`config.mk`:
```
export PLATFORM = sky130hd
export DESIGN_NAME = tab_expander_with_scroll_window
export DESIGN_NICKNAME = d
export VERILOG_FILES = /design/src/sv/twe_pkg.sv /design/src/sv/twe_regs.sv /design/src/sv/twe_ctrl.sv /design/src/sv/twe_dp.sv /design/src/sv/tab_expander_with_scroll_window.sv
export VERILOG_INCLUDE_DIRS = /design/src /design/src/sv
export SDC_FILE = /design/constraint.sdc
export NUM_CORES = 1
export LEC_CHECK = 0
export ABC_AREA = 1
export BUFFER_PORTS_ARGS = -buffer_cell sky130_fd_sc_hd__buf_4
export CORE_AREA = 2 2 144 146
export DETAILED_ROUTE_END_ITERATION = 7
export DIE_AREA = 0 0 146 148
export PLACE_DENSITY = 0.8
export SYNTH_ARGS = -nofsm -noshare
export SYNTH_HDL_FRONTEND = slang
export SYNTH_SLANG_ARGS = --single-unit
```
`constraint.sdc`:
```
create_clock -name clk -period 10.95 [get_ports clk]
set_input_delay 0.5475 -clock clk [delete_from_list [all_inputs] [get_ports clk]]
set_output_delay 0.5475 -clock clk [all_outputs]
set_load 0.005 [all_outputs]
```
`src/sv/tab_expander_with_scroll_window_defines.svh`:
```
// Assertion macros for the tab expander with scroll window.
// Used by the top level; expects clk and rst_n in scope where expanded.
`ifndef TAB_EXPANDER_WITH_SCROLL_WINDOW_DEFINES_SVH
`define TAB_EXPANDER_WITH_SCROLL_WINDOW_DEFINES_SVH
`ifndef SYNTH
`define TWE_ASSERT_IMP(lbl, ante, cons, msg) \
    lbl: assert property (@(posedge clk) disable iff (!rst_n) (ante) |-> (cons)) \
        else $error(msg);
`define TWE_ASSERT_NXT(lbl, ante, cons, msg) \
    lbl: assert property (@(posedge clk) disable iff (!rst_n) (ante) |=> (cons)) \
        else $error(msg);
`else
`define TWE_ASSERT_IMP(lbl, ante, cons, msg)
`define TWE_ASSERT_NXT(lbl, ante, cons, msg)
`endif
`endif

```
`src/sv/twe_pkg.sv`:
```
// Shared types and constants of the tab expander with scroll window.
// No dependencies; imported by every module of the block.
package twe_pkg;

    localparam int unsigned CODE_W    = 21;
    localparam int unsigned COL_W     = 13;
    localparam int unsigned SCOL_W    = 12;
    localparam int unsigned TW_W      = 7;
    localparam int unsigned REM_W     = 7;
    localparam int unsigned ADDR_W    = 4;
    localparam int unsigned DATA_W    = 32;
    localparam int unsigned DIV_STEPS = COL_W;
    localparam int unsigned DIV_CNT_W = 4;

    localparam logic [CODE_W-1:0] TAB_CODE   = 21'd9;
    localparam logic [CODE_W-1:0] SPACE_CODE = 21'd32;
    localparam logic [TW_W-1:0]   MAX_TAB    = 7'd64;
    localparam logic [COL_W-1:0]  MAX_COLS   = 13'd4096;

    localparam logic [1:0] REG_TAB_WIDTH    = 2'd0;
    localparam logic [1:0] REG_TAB_ALIGN    = 2'd1;
    localparam logic [1:0] REG_HORIZ_POS    = 2'd2;
    localparam logic [1:0] REG_VISIBLE_COLS = 2'd3;

    typedef struct packed {
        logic [CODE_W-1:0] code_point;
        logic              line_last;
    } req_item_t;

    typedef struct packed {
        logic [CODE_W-1:0] out_code;
        logic [SCOL_W-1:0] screen_col;
        logic              run_last;
    } res_item_t;

    typedef struct packed {
        logic [TW_W-1:0]   tab_width;
        logic              tab_align;
        logic [SCOL_W-1:0] horiz_pos;
        logic [COL_W-1:0]  visible_cols;
    } cfg_t;

    typedef struct packed {
        logic load;
        logic div_step;
        logic setup;
        logic emit;
        logic finish;
    } dp_cmd_t;

    typedef struct packed {
        logic req_tab_aligned;
        logic div_done;
        logic run_empty;
        logic slot_free;
        logic emit_end;
    } dp_status_t;

endpackage

```
`src/sv/twe_regs.sv`:
```
// Configuration register file behind the APB-style port.
// Depends on twe_pkg.
module twe_regs (
    input  logic                        clk,
    input  logic                        rst_n,
    input  logic                        psel,
    input  logic                        penable,
    input  logic                        pwrite,
    input  logic [twe_pkg::ADDR_W-1:0]  paddr,
    input  logic [twe_pkg::DATA_W-1:0]  pwdata,
    output logic [twe_pkg::DATA_W-1:0]  prdata,
    output logic                        pready,
    output twe_pkg::cfg_t               cfg
);
    import twe_pkg::*;

    cfg_t       cfg_reg;
    cfg_t       cfg_next;
    logic [1:0] reg_idx;
    logic       wr_en;

    assign reg_idx = paddr[3:2];
    assign wr_en   = psel && penable && pwrite;
    assign pready  = 1'b1;
    assign cfg     = cfg_reg;

    always_comb
    begin
        cfg_next = cfg_reg;
        if (wr_en)
        begin
            case (reg_idx)
                REG_TAB_WIDTH:    cfg_next.tab_width    = pwdata[TW_W-1:0];
                REG_TAB_ALIGN:    cfg_next.tab_align    = pwdata[0];
                REG_HORIZ_POS:    cfg_next.horiz_pos    = pwdata[SCOL_W-1:0];
                REG_VISIBLE_COLS: cfg_next.visible_cols = pwdata[COL_W-1:0];
                default:          cfg_next = cfg_reg;
            endcase
        end
    end

    always_comb
    begin
        case (reg_idx)
            REG_TAB_WIDTH:    prdata = DATA_W'(cfg_reg.tab_width);
            REG_TAB_ALIGN:    prdata = DATA_W'(cfg_reg.tab_align);
            REG_HORIZ_POS:    prdata = DATA_W'(cfg_reg.horiz_pos);
            REG_VISIBLE_COLS: prdata = DATA_W'(cfg_reg.visible_cols);
            default:          prdata = '0;
        endcase
    end

    always_ff @(posedge clk or negedge rst_n)
    begin
        if (!rst_n)
        begin
            cfg_reg.tab_width    <= 7'd8;
            cfg_reg.tab_align    <= 1'b1;
            cfg_reg.horiz_pos    <= '0;
            cfg_reg.visible_cols <= 13'd80;
        end
        else
        begin
            cfg_reg <= cfg_next;
        end
    end

endmodule

```
`src/sv/twe_ctrl.sv`:
```
// Controller state machine: sequences load, remainder division, setup,
// emission and the finish step. Depends on twe_pkg.
module twe_ctrl (
    input  logic                clk,
    input  logic                rst_n,
    input  logic                req_valid,
    output logic                req_ready,
    input  twe_pkg::dp_status_t status,
    output twe_pkg::dp_cmd_t    cmd
);
    import twe_pkg::*;

    localparam logic [2:0] S_IDLE   = 3'd0;
    localparam logic [2:0] S_DIV    = 3'd1;
    localparam logic [2:0] S_SETUP  = 3'd2;
    localparam logic [2:0] S_EMIT   = 3'd3;
    localparam logic [2:0] S_FINISH = 3'd4;

    logic [2:0] state_reg;
    logic [2:0] state_next;

    always_comb
    begin
        state_next = state_reg;
        cmd        = '0;
        req_ready  = 1'b0;
        case (state_reg)
            S_IDLE:
            begin
                req_ready = 1'b1;
                if (req_valid)
                begin
                    cmd.load   = 1'b1;
                    state_next = status.req_tab_aligned ? S_DIV : S_SETUP;
                end
            end
            S_DIV:
            begin
                cmd.div_step = 1'b1;
                if (status.div_done)
                begin
                    state_next = S_SETUP;
                end
            end
            S_SETUP:
            begin
                cmd.setup  = 1'b1;
                state_next = status.run_empty ? S_FINISH : S_EMIT;
            end
            S_EMIT:
            begin
                if (status.slot_free)
                begin
                    cmd.emit = 1'b1;
                    if (status.emit_end)
                    begin
                        state_next = S_FINISH;
                    end
                end
            end
            S_FINISH:
            begin
                cmd.finish = 1'b1;
                state_next = S_IDLE;
            end
            default:
            begin
                state_next = S_IDLE;
            end
        endcase
    end

    always_ff @(posedge clk or negedge rst_n)
    begin
        if (!rst_n)
        begin
            state_reg <= S_IDLE;
        end
        else
        begin
            state_reg <= state_next;
        end
    end

endmodule

```
`src/sv/twe_dp.sv`:
```
// Datapath: column count, bit-serial remainder unit, run bounds and the
// result register. Depends on twe_pkg.
module twe_dp (
    input  logic                 clk,
    input  logic                 rst_n,
    input  twe_pkg::cfg_t        cfg,
    input  twe_pkg::req_item_t   req_item,
    input  twe_pkg::dp_cmd_t     cmd,
    output twe_pkg::dp_status_t  status,
    output logic                 res_valid,
    input  logic                 res_ready,
    output twe_pkg::res_item_t   res_item
);
    import twe_pkg::*;

    logic [COL_W-1:0]     column_reg, column_next;
    logic [CODE_W-1:0]    code_reg, code_next;
    logic                 last_reg, last_next;
    logic                 tab_reg, tab_next;
    logic [COL_W-1:0]     quo_reg, quo_next;
    logic [REM_W-1:0]     rem_reg, rem_next;
    logic [DIV_CNT_W-1:0] cnt_reg, cnt_next;
    logic [COL_W-1:0]     cur_reg, cur_next;
    logic [COL_W-1:0]     stop_reg, stop_next;
    logic                 res_valid_reg, res_valid_next;
    res_item_t            res_item_reg, res_item_next;

    logic [TW_W-1:0]   tw_sat;
    logic [COL_W-1:0]  vc_sat;
    logic [COL_W-1:0]  hp_col;
    logic [COL_W-1:0]  right;
    logic [REM_W-1:0]  trial;
    logic [TW_W-1:0]   adv;
    logic [COL_W:0]    stop_raw;
    logic [COL_W-1:0]  stop_clip;
    logic [COL_W-1:0]  first_col;
    logic              in_window;
    logic [COL_W-1:0]  cur_inc;

    always_comb
    begin
        if (cfg.tab_width == '0)
        begin
            tw_sat = TW_W'(1);
        end
        else if (cfg.tab_width > MAX_TAB)
        begin
            tw_sat = MAX_TAB;
        end
        else
        begin
            tw_sat = cfg.tab_width;
        end
    end

    assign vc_sat = (cfg.visible_cols > MAX_COLS) ? MAX_COLS : cfg.visible_cols;
    assign hp_col = COL_W'(cfg.horiz_pos);
    assign right  = hp_col + vc_sat;

    // One restoring step per cycle; the remainder stays below tw_sat.
    assign trial = {rem_reg[REM_W-2:0], quo_reg[COL_W-1]};

    // An aligned tab ends at the next stop: column minus remainder plus width.
    always_comb
    begin
        if (!tab_reg)
        begin
            adv = TW_W'(1);
        end
        else if (cfg.tab_align)
        begin
            adv = tw_sat - TW_W'(rem_reg);
        end
        else
        begin
            adv = tw_sat;
        end
    end

    assign stop_raw  = {1'b0, column_reg} + (COL_W+1)'(adv);
    assign stop_clip = (stop_raw > {1'b0, right}) ? right : stop_raw[COL_W-1:0];
    assign in_window = column_reg < right;
    assign first_col = (column_reg > hp_col) ? column_reg : hp_col;
    assign cur_inc   = cur_reg + COL_W'(1);

    assign status.req_tab_aligned = (req_item.code_point == TAB_CODE) && cfg.tab_align;
    assign status.div_done        = cnt_reg == DIV_CNT_W'(DIV_STEPS - 1);
    assign status.run_empty       = !in_window || (first_col >= stop_clip);
    assign status.slot_free       = !res_valid_reg || res_ready;
    assign status.emit_end        = cur_inc == stop_reg;

    assign res_valid = res_valid_reg;
    assign res_item  = res_item_reg;

    always_comb
    begin
        column_next    = column_reg;
        code_next      = code_reg;
        last_next      = last_reg;
        tab_next       = tab_reg;
        quo_next       = quo_reg;
        rem_next       = rem_reg;
        cnt_next       = cnt_reg;
        cur_next       = cur_reg;
        stop_next      = stop_reg;
        res_valid_next = res_valid_reg;
        res_item_next  = res_item_reg;

        if (res_ready)
        begin
            res_valid_next = 1'b0;
        end

        if (cmd.load)
        begin
            code_next = req_item.code_point;
            last_next = req_item.line_last;
            tab_next  = req_item.code_point == TAB_CODE;
            quo_next  = column_reg;
            rem_next  = '0;
            cnt_next  = '0;
        end

        if (cmd.div_step)
        begin
            quo_next = quo_reg << 1;
            cnt_next = cnt_reg + DIV_CNT_W'(1);
            if (trial >= REM_W'(tw_sat))
            begin
                rem_next = trial - REM_W'(tw_sat);
            end
            else
            begin
                rem_next = trial;
            end
        end

        // Past the right edge the count is left as it is.
        if (cmd.setup && in_window)
        begin
            column_next = stop_clip;
            cur_next    = first_col;
            stop_next   = stop_clip;
        end

        if (cmd.emit)
        begin
            res_valid_next         = 1'b1;
            res_item_next.out_code = tab_reg ? SPACE_CODE : code_reg;
            res_item_next.screen_col = SCOL_W'(cur_reg - hp_col);
            res_item_next.run_last = cur_inc == stop_reg;
            cur_next               = cur_inc;
        end

        if (cmd.finish && last_reg)
        begin
            column_next = '0;
        end
    end

    always_ff @(posedge clk or negedge rst_n)
    begin
        if (!rst_n)
        begin
            column_reg    <= '0;
            res_valid_reg <= 1'b0;
        end
        else
        begin
            column_reg    <= column_next;
            res_valid_reg <= res_valid_next;
        end
    end

    always_ff @(posedge clk)
    begin
        code_reg     <= code_next;
        last_reg     <= last_next;
        tab_reg      <= tab_next;
        quo_reg      <= quo_next;
        rem_reg      <= rem_next;
        cnt_reg      <= cnt_next;
        cur_reg      <= cur_next;
        stop_reg     <= stop_next;
        res_item_reg <= res_item_next;
    end

endmodule

```
`src/sv/tab_expander_with_scroll_window.sv`:
```
// Tab expander with scroll window: one code point per request, one result per visible column.
// A request is loaded; an aligned tab then takes the bit-serial remainder of the column count
// by the tab width; setup sets the run bounds; each visible column is then emitted into the
// result register whenever it is free, and a finish step ends the request.
// A new request is taken while the last result of the previous one still waits.
// Reset (rst_n low, asynchronous) clears column count, controller and res_valid, presets config.
`include "tab_expander_with_scroll_window_defines.svh"

module tab_expander_with_scroll_window (
    input  logic                        clk,
    input  logic                        rst_n,
    input  logic                        req_valid,
    output logic                        req_ready,
    input  twe_pkg::req_item_t          req_item,
    output logic                        res_valid,
    input  logic                        res_ready,
    output twe_pkg::res_item_t          res_item,
    input  logic                        psel,
    input  logic                        penable,
    input  logic                        pwrite,
    input  logic [twe_pkg::ADDR_W-1:0]  paddr,
    input  logic [twe_pkg::DATA_W-1:0]  pwdata,
    output logic [twe_pkg::DATA_W-1:0]  prdata,
    output logic                        pready
);
    import twe_pkg::*;

    cfg_t       cfg;
    dp_cmd_t    cmd;
    dp_status_t status;

    twe_regs u_regs (
        .clk     (clk),
        .rst_n   (rst_n),
        .psel    (psel),
        .penable (penable),
        .pwrite  (pwrite),
        .paddr   (paddr),
        .pwdata  (pwdata),
        .prdata  (prdata),
        .pready  (pready),
        .cfg     (cfg)
    );

    twe_ctrl u_ctrl (
        .clk       (clk),
        .rst_n     (rst_n),
        .req_valid (req_valid),
        .req_ready (req_ready),
        .status    (status),
        .cmd       (cmd)
    );

    twe_dp u_dp (
        .clk       (clk),
        .rst_n     (rst_n),
        .cfg       (cfg),
        .req_item  (req_item),
        .cmd       (cmd),
        .status    (status),
        .res_valid (res_valid),
        .res_ready (res_ready),
        .res_item  (res_item)
    );

    `TWE_ASSERT_NXT(a_busy_after_req, req_valid && req_ready, !req_ready, "request taken while busy")
    `TWE_ASSERT_IMP(a_no_overwrite, cmd.emit, !res_valid || res_ready, "pending result overwritten")
    `TWE_ASSERT_IMP(a_idle_no_emit, req_ready, !cmd.emit && !cmd.div_step, "work while idle")

endmodule

```
==> results of run 1 <==
[synth_stat cells (10+ instances only)]
cell type,n
a21oi_1,79
and2_1,12
buf_4,21
clkbuf_1,23
dfrtp_1,46
edfxtp_1,106
ha_1,96
inv_1,195
inv_2,15
nand2_1,254
nand2_2,15
nand2_4,11
nand3_1,107
nand4_1,21
nor2_1,94
nor3_1,11
o21ai_0,92
xnor2_1,10
xor2_1,35
[per-stage QoR]
stage	hold slack [ps]	std cells	total power (W)
after floorplan	252	1341	0.00259
after global placement	484	1657	0.00301
after detailed placement	488	1657	0.00308
after CTS	161	1689	0.00373
after global routing	189	1689	0.00408
final	135	1689	0.00374
[worst max path at each step]
stage                               startpoint                               to  slack (ps)  depth (start not counted)
floorplan           u_regs.cfg[29]$_DFFE_PN1P_  u_ctrl.state_reg[1]$_DFFE_PN0P_        5400                         43
global placement    u_regs.cfg[29]$_DFFE_PN1P_  u_ctrl.state_reg[1]$_DFFE_PN0P_        4080                         38
detailed placement  u_regs.cfg[29]$_DFFE_PN1P_  u_ctrl.state_reg[0]$_DFFE_PN0P_        3950                         30
CTS                 u_regs.cfg[29]$_DFFE_PN1P_  u_ctrl.state_reg[0]$_DFFE_PN0P_        3900                         30
global route        u_regs.cfg[29]$_DFFE_PN1P_  u_ctrl.state_reg[0]$_DFFE_PN0P_        3410                         38
finish              u_regs.cfg[29]$_DFFE_PN1P_  u_ctrl.state_reg[0]$_DFFE_PN0P_        3910                         30
[per-layer routing]
layer | share of wire (%) | wire, um | GRT usage [%] | up-vias
met2 | 49 | 12500 | 42.5 | 303
met1 | 42 | 10800 | 30.2 | 4169
met4 | 2.8 | 705 | 8.40 | 0
met3 | 5.8 | 1480 | 4.23 | 42
li1 | - | - | - | 4536
met5 | 0 | 0 | 0 | -
[final cells by class]
type	count	area, sq um
clock buffers	17	425
clock inverters	15	213
fillers	1690	7640
inverters	210	788
multi-input cells	923	5450
flip-flops and latches	157	4460
well taps	270	338
repair buffers	97	728
[logic make-up (layout without fill, tap and decap cells)]
kind of cell / Yosys count / count (layout)
xor gates and xnor gates: 45 / 45
buffers and inverters: 261 / 339
adders and majority gates: 101 / 101
AOI/OAI and AO/OA: 207 / 207
other: 2 / 20
DFF: 157 / 157
and+or+nand+nor: 550 / 550
[worst max-delay path: cells and delay by family (launching register included)]
kind | cells | cell delay, ps
AO/OA/AOI/OAI | 7 | 1400
buffers and inverters | 4 | 280
flip-flops | 1 | 540
AND/OR/NAND/NOR | 13 | 2640
adder cells (fa/ha/maj) | 5 | 1700
XOR/XNOR | 1 | 340
[where the power goes]
part	total, W	switching, W	internal, W
Combinational	0.00204	0.00130	0.000744
Clock	0.000628	0.000293	0.000335
Sequential	0.00107	0.000161	0.000912
==> results.py, run 1 <==
metrics = {
    "timing": {
        "setup_slack_ps": 3910,
        "drv_slew": 0,
        "min_period_ps": 7040,
        "hold_viol_final": 0,
        "max_freq_mhz": 142,
        "rsz0062_at_grt": "no",
        "skew_ps": 8.83,
        "setup_viol": 0,
        "worst_slew_pin_slew_ps": 985,
        "fin_crit_sh_pct": 64.3,
        "setup_tns_ps": 0,
        "maxSlewHeadroom_pct": 34.2,
    },
    "routing": {
        "drt_iter0_drc": 559,
        "wl_per_cell_um": 15.1,
        "wirelength_um": 25400,
        "drc_errors": 0,
        "antenna_left": 0,
        "drtPass1Iterations": 6,
        "vias": 9050,
        "avgViaCountPerCell": 5.36,
    },
    "synthesis": {
        "synthCells": 1323,
        "synth_flop_cell": "edfxtp_1",
        "synth_top_family_by_area": "simple AND/OR/NAND/NOR gates",
        "syn_area_sq_um": 10900,
        "ys_seq_area_share_pct": 40.9,
        "synth_compound_area_share_pct": 10.5,
        "synth_top_area_cell": "edfxtp_1",
        "ys_warn_count": 0,
        "yosys.area_share.xor_xnor_pct": 3.61,
        "async_flop_share_pct": 31.8,
        "synthSimpleGateAreaFrac_pct": 23.1,
        "synth_cell_types": 47,
        "synth_seq_cells": 157,
        "ys_top_cells_by_area": "edfxtp_1 29%, ha_1 11%, dfrtp_1 11%",
        "synth-edff-count": 106,
        "synth-adder-area-share_pct": 11.9,
        "synth.area.mux_share_pct": 0,
        "avgSynthCellArea_sq_um": 8.24,
        "synthDominantCellAreaShare_pct": 29.2,
    },
    "finish": {
        "final_common_cell": "nand2_1",
        "drive_above_1_share_pct": 13.7,
        "synthToLayoutAreaGrowth_pct": 13.7,
        "antenna_cells": 0,
        "final_cell_area_sq_um": 12400,
        "fin_nets": 1572,
        "largest_register_ff_count": 34,
        "mostFrequentLayoutCells": "254 x nand2_1, 195 x inv_1, 107 x nand3_1",
        "fin_util_pct": 61.9,
    },
    "die": {
        "die-height_um": 148,
        "rows": 52,
        "ios": 134,
        "core_sq_um": 20000,
        "dieArea_sq_um": 21600,
        "start_util_pct": 54.4,
        "die_w_um": 146,
    },
    "global_routing": {
        "antenna_found_initial": 0,
        "grt_usage_pct": 24.1,
        "grt.overflow.total": 0,
        "grt_pass1_wl_um": 41400,
        "grt_pass1_vias": 8547,
        "grt_max_degree": 51,
    },
    "worst_hold_path": {
        "min_path_type": "in -> async",
    },
    "status": {
        "run_status": "completed",
    },
    "placement": {
        "port_buffers": 92,
        "routabilityCongestion": 0.934,
        "dp_hpwl_um": 19500,
        "dp_slack_ps": 3950,
        "place_area_sq_um": 11800,
    },
    "cts": {
        "hold_buffers": 0,
        "clk_path_buf_depth": 2,
        "ctsHtreeMaxLevel": 4,
        "ctsRootBufferMaster": "clkbuf_16",
        "cts-resized-gates": 0,
        "path_clk_slew_ps": 70,
        "cts_tree": "built",
        "numCtsBuffers": 17,
        "insertion_delay_ps": 440,
        "clock_sinks": 157,
        "postCtsSetupRepairBufs": 0,
    },
    "power": {
        "ir_drop_mv": 0.157,
        "p_leak_nw": 6.02,
        "p_per_area_nw_per_um2": 302,
    },
    "setup_path": {
        "cpPeakStageDelay_ps": 540,
        "cp.required_ps": 11280,
        "rrSetupSlack_ps": 3910,
        "crit_slowest_cell": "dfstp_2",
        "crit_path_end_kind": "register",
        "critPathKind": "reg -> reg",
        "arrival_ps": 7370,
        "reg2reg_from": "u_regs.cfg[29]$_DFFE_PN1P_",
        "cp-start-kind": "register",
        "worst_r2r_endpoint": "u_ctrl.state_reg[0]$_DFFE_PN0P_",
        "reg2regPathDepth": 30,
        "critPathMaxFanout": 14,
    },
    "job": {
        "maxCapViolations": 0,
    },
}
Power figures use the tool's default switching activity.
==> inputs of run 2 (changes only) <==
ABC_AREA = 0   (was 1)
CORE_AREA = 2 2 141 143   (was 2 2 144 146)
DIE_AREA = 0 0 143 145   (was 0 0 146 148)
PLACE_DENSITY = 0.79   (was 0.8)
clock period = 7.31 ns   (was 10.95 ns; I/O delays follow)
==> run 2 against run 1 <==
Compared with the run above:
- clock-buffer cell count unchanged
- global-route usage down 1.0 points
- register-to-register slack worse by 3600 ps
- non-clock buffer count up 9
- power up 31%
- critical endpoint is now u_ctrl.state_reg[2]$_DFFE_PN0P_
- largest cell class unchanged
==> results.py, run 2 <==
metrics = {
    "status": {
        "run_status": "completed",
    },
    "finish": {
        "antenna_cells": 0,
        "instances_no_fill": 1353,
        "mostFrequentLayoutCells": "106 x edfxtp_1, 105 x buf_4, 96 x ha_1",
        "largest_register_ff_count": 34,
        "synthToLayoutAreaGrowth_pct": 15.2,
        "drive_above_1_share_pct": 19.5,
        "final_common_cell": "edfxtp_1",
        "fin_nets": 1241,
    },
    "timing": {
        "drv_slew": 0,
        "setup_viol": 0,
        "fin_crit_sh_pct": 95.7,
        "min_period_ps": 7000,
        "max_freq_mhz": 143,
        "worst_slew_pin_slew_ps": 1220,
        "skew_ps": 6.94,
        "timing.hold.ws_ps": 106,
        "setup_tns_ps": 0,
        "hold_viol_final": 0,
        "maxSlewHeadroom_pct": 18.1,
    },
    "placement": {
        "port_buffers": 92,
        "numPlacedInstances": 1313,
        "routabilityCongestion": 0.929,
        "dp_hpwl_um": 17500,
    },
    "worst_hold_path": {
        "hold_end": "u_dp.last_reg$_DFFE_PP_",
        "min_path_type": "in -> reg",
        "hp-start": "req_item[0]",
        "whs_path_depth": 1,
    },
    "cts": {
        "path_clk_slew_ps": 70,
        "cts_tree": "built",
        "ctsRootBufferMaster": "clkbuf_16",
        "clock_sinks": 157,
        "clk_path_buf_depth": 2,
        "insertion_delay_ps": 440,
        "ctsHtreeMaxLevel": 4,
        "numCtsBuffers": 17,
    },
    "global_routing": {
        "grt.overflow.total": 0,
        "grt_pass1_wl_um": 37300,
        "grt_pass1_vias": 7369,
        "grt_max_degree": 51,
        "grt_usage_pct": 23.1,
        "antenna_found_initial": 0,
    },
    "power": {
        "power_w": 0.00489,
        "ir_drop_mv": 0.245,
        "p_leak_nw": 5.17,
        "p_per_area_nw_per_um2": 410,
    },
    "synthesis": {
        "synth_top_area_cell": "edfxtp_1",
        "synth_flop_cell": "edfxtp_1",
        "synth_cell_types": 72,
        "async_flop_share_pct": 31.8,
        "avgSynthCellArea_sq_um": 10.6,
        "yosysMostFrequentCell": "edfxtp_1",
        "synth_seq_cells": 157,
        "synthDominantCellAreaShare_pct": 30.7,
        "synthCells": 981,
        "ys_top_cells_by_area": "edfxtp_1 31%, ha_1 12%, dfrtp_1 11%",
        "synth_common_cells": "106 x edfxtp_1, 96 x ha_1, 75 x inv_1",
        "synth-edff-count": 106,
        "ys_seq_area_share_pct": 43.1,
        "syn_area_sq_um": 10400,
        "ys_warn_count": 0,
    },
    "die": {
        "ios": 134,
        "core_sq_um": 19200,
        "die-height_um": 145,
        "start_util_pct": 53.9,
        "die_w_um": 143,
        "rows": 51,
        "dieArea_sq_um": 20700,
    },
    "setup_path": {
        "reg2reg_from": "u_regs.cfg[29]$_DFFE_PN1P_",
        "critPathKind": "reg -> reg",
        "worst_r2r_endpoint": "u_ctrl.state_reg[2]$_DFFE_PN0P_",
        "cp-start-kind": "register",
        "arrival_ps": 7330,
        "crit_slowest_cell": "dfstp_2",
        "cpPeakStageDelay_ps": 560,
        "cp.required_ps": 7640,
        "crit_path_end_kind": "register",
        "cpMostUsedCell": "ha_1",
        "reg2regPathDepth": 34,
        "rrSetupSlack_ps": 310,
        "critPathMaxFanout": 7,
    },
    "routing": {
        "drt_iter0_drc": 397,
        "antenna_left": 0,
        "wl_per_cell_um": 17.5,
        "drc_errors": 0,
        "avgViaCountPerCell": 5.69,
        "wirelength_um": 23700,
        "vias": 7704,
        "drtPass1Iterations": 5,
    },
    "job": {
        "maxCapViolations": 0,
    },
}
[run 2: worst max path at each step]
stage	depth (start not counted)	end	startpoint
after floorplan	37	u_ctrl.state_reg[2]$_DFFE_PN0P_	u_regs.cfg[29]$_DFFE_PN1P_
after global placement	34	u_ctrl.state_reg[2]$_DFFE_PN0P_	u_regs.cfg[29]$_DFFE_PN1P_
after detailed placement	34	u_ctrl.state_reg[2]$_DFFE_PN0P_	u_regs.cfg[29]$_DFFE_PN1P_
after CTS	34	u_ctrl.state_reg[2]$_DFFE_PN0P_	u_regs.cfg[29]$_DFFE_PN1P_
after global routing	34	u_ctrl.state_reg[2]$_DFFE_PN0P_	u_regs.cfg[29]$_DFFE_PN1P_
final	34	u_ctrl.state_reg[2]$_DFFE_PN0P_	u_regs.cfg[29]$_DFFE_PN1P_
[run 2: metrics by stage]
| step | util (%) | instance area, sq um | setup slack (ps) |
|---|---|---|---|
| 2_1_floorplan | - | 10400 | 922 |
| 3_3_place_gp | 58.4 | 11200 | 354 |
| 3_5_place_dp | 58.4 | 11200 | 143 |
| 4_1_cts | 61.5 | 11800 | 134 |
| 5_1_grt | 62.1 | 11900 | -39.6 |
| 6_report | 62.1 | 11900 | 313 |
[run 2: logic make-up (layout without fill, tap and decap cells)]
group / after synthesis / count (layout) / synth area share [%]
AND/OR/NAND/NOR: 279 / 279 / 14.0
adder cells (fa/ha/maj): 101 / 101 / 12.6
flip-flops: 157 / 157 / 43.1
AO/OA/AOI/OAI: 189 / 189 / 12.5
buffers and inverters: 125 / 214 / 5.47
multiplexers: 66 / 66 / 7.03
other: 2 / 20 / 0.0725
XOR/XNOR: 62 / 62 / 5.24
[run 2: worst max-delay path: cells and delay by family (launching register included)]
kind / cells / cell delay [ps]
fa+ha+maj: 5 / 1420
flops: 1 / 560
buf+inv: 3 / 200
mux: 1 / 420
simple gates: 11 / 1450
compound gates: 12 / 2470
xor+xnor: 2 / 350
[run 2: report_power, final]
part / leakage [nW] / switching, W / total [W] / internal (W)
Sequential: 1.63 / 0.000268 / 0.00161 / 0.00134
Combinational: 3.25 / 0.00136 / 0.00240 / 0.00104
Clock: 0.289 / 0.000421 / 0.000880 / 0.000459
[run 2: metal layers]
metal / share of wire, % / up-vias / wire, um / track usage, %
li1: - / 3704 / - / -
met4: 2.7 / 0 / 637 / 8.51
met5: 0 / - / 0 / 0
met3: 6.2 / 36 / 1460 / 4.13
met2: 47 / 265 / 11100 / 37.1
met1: 44 / 3699 / 10500 / 31.3
[run 2: final cells by class]
class	count	area, sq um
clock buffer	17	425
clock inverter	15	169
fill	1542	7280
inverter	76	285
multi-input combinational	717	5460
sequential	157	4460
tap	265	332
timing repair buffer	106	798
[run 2: what timing repair did]
action	4_1_cts	5_1_grt
endpoints found under the hold margin	46	0
hold buffers	1	0
resized for setup	0	12
setup endpoints to repair	0	3
setup buffers	0	7
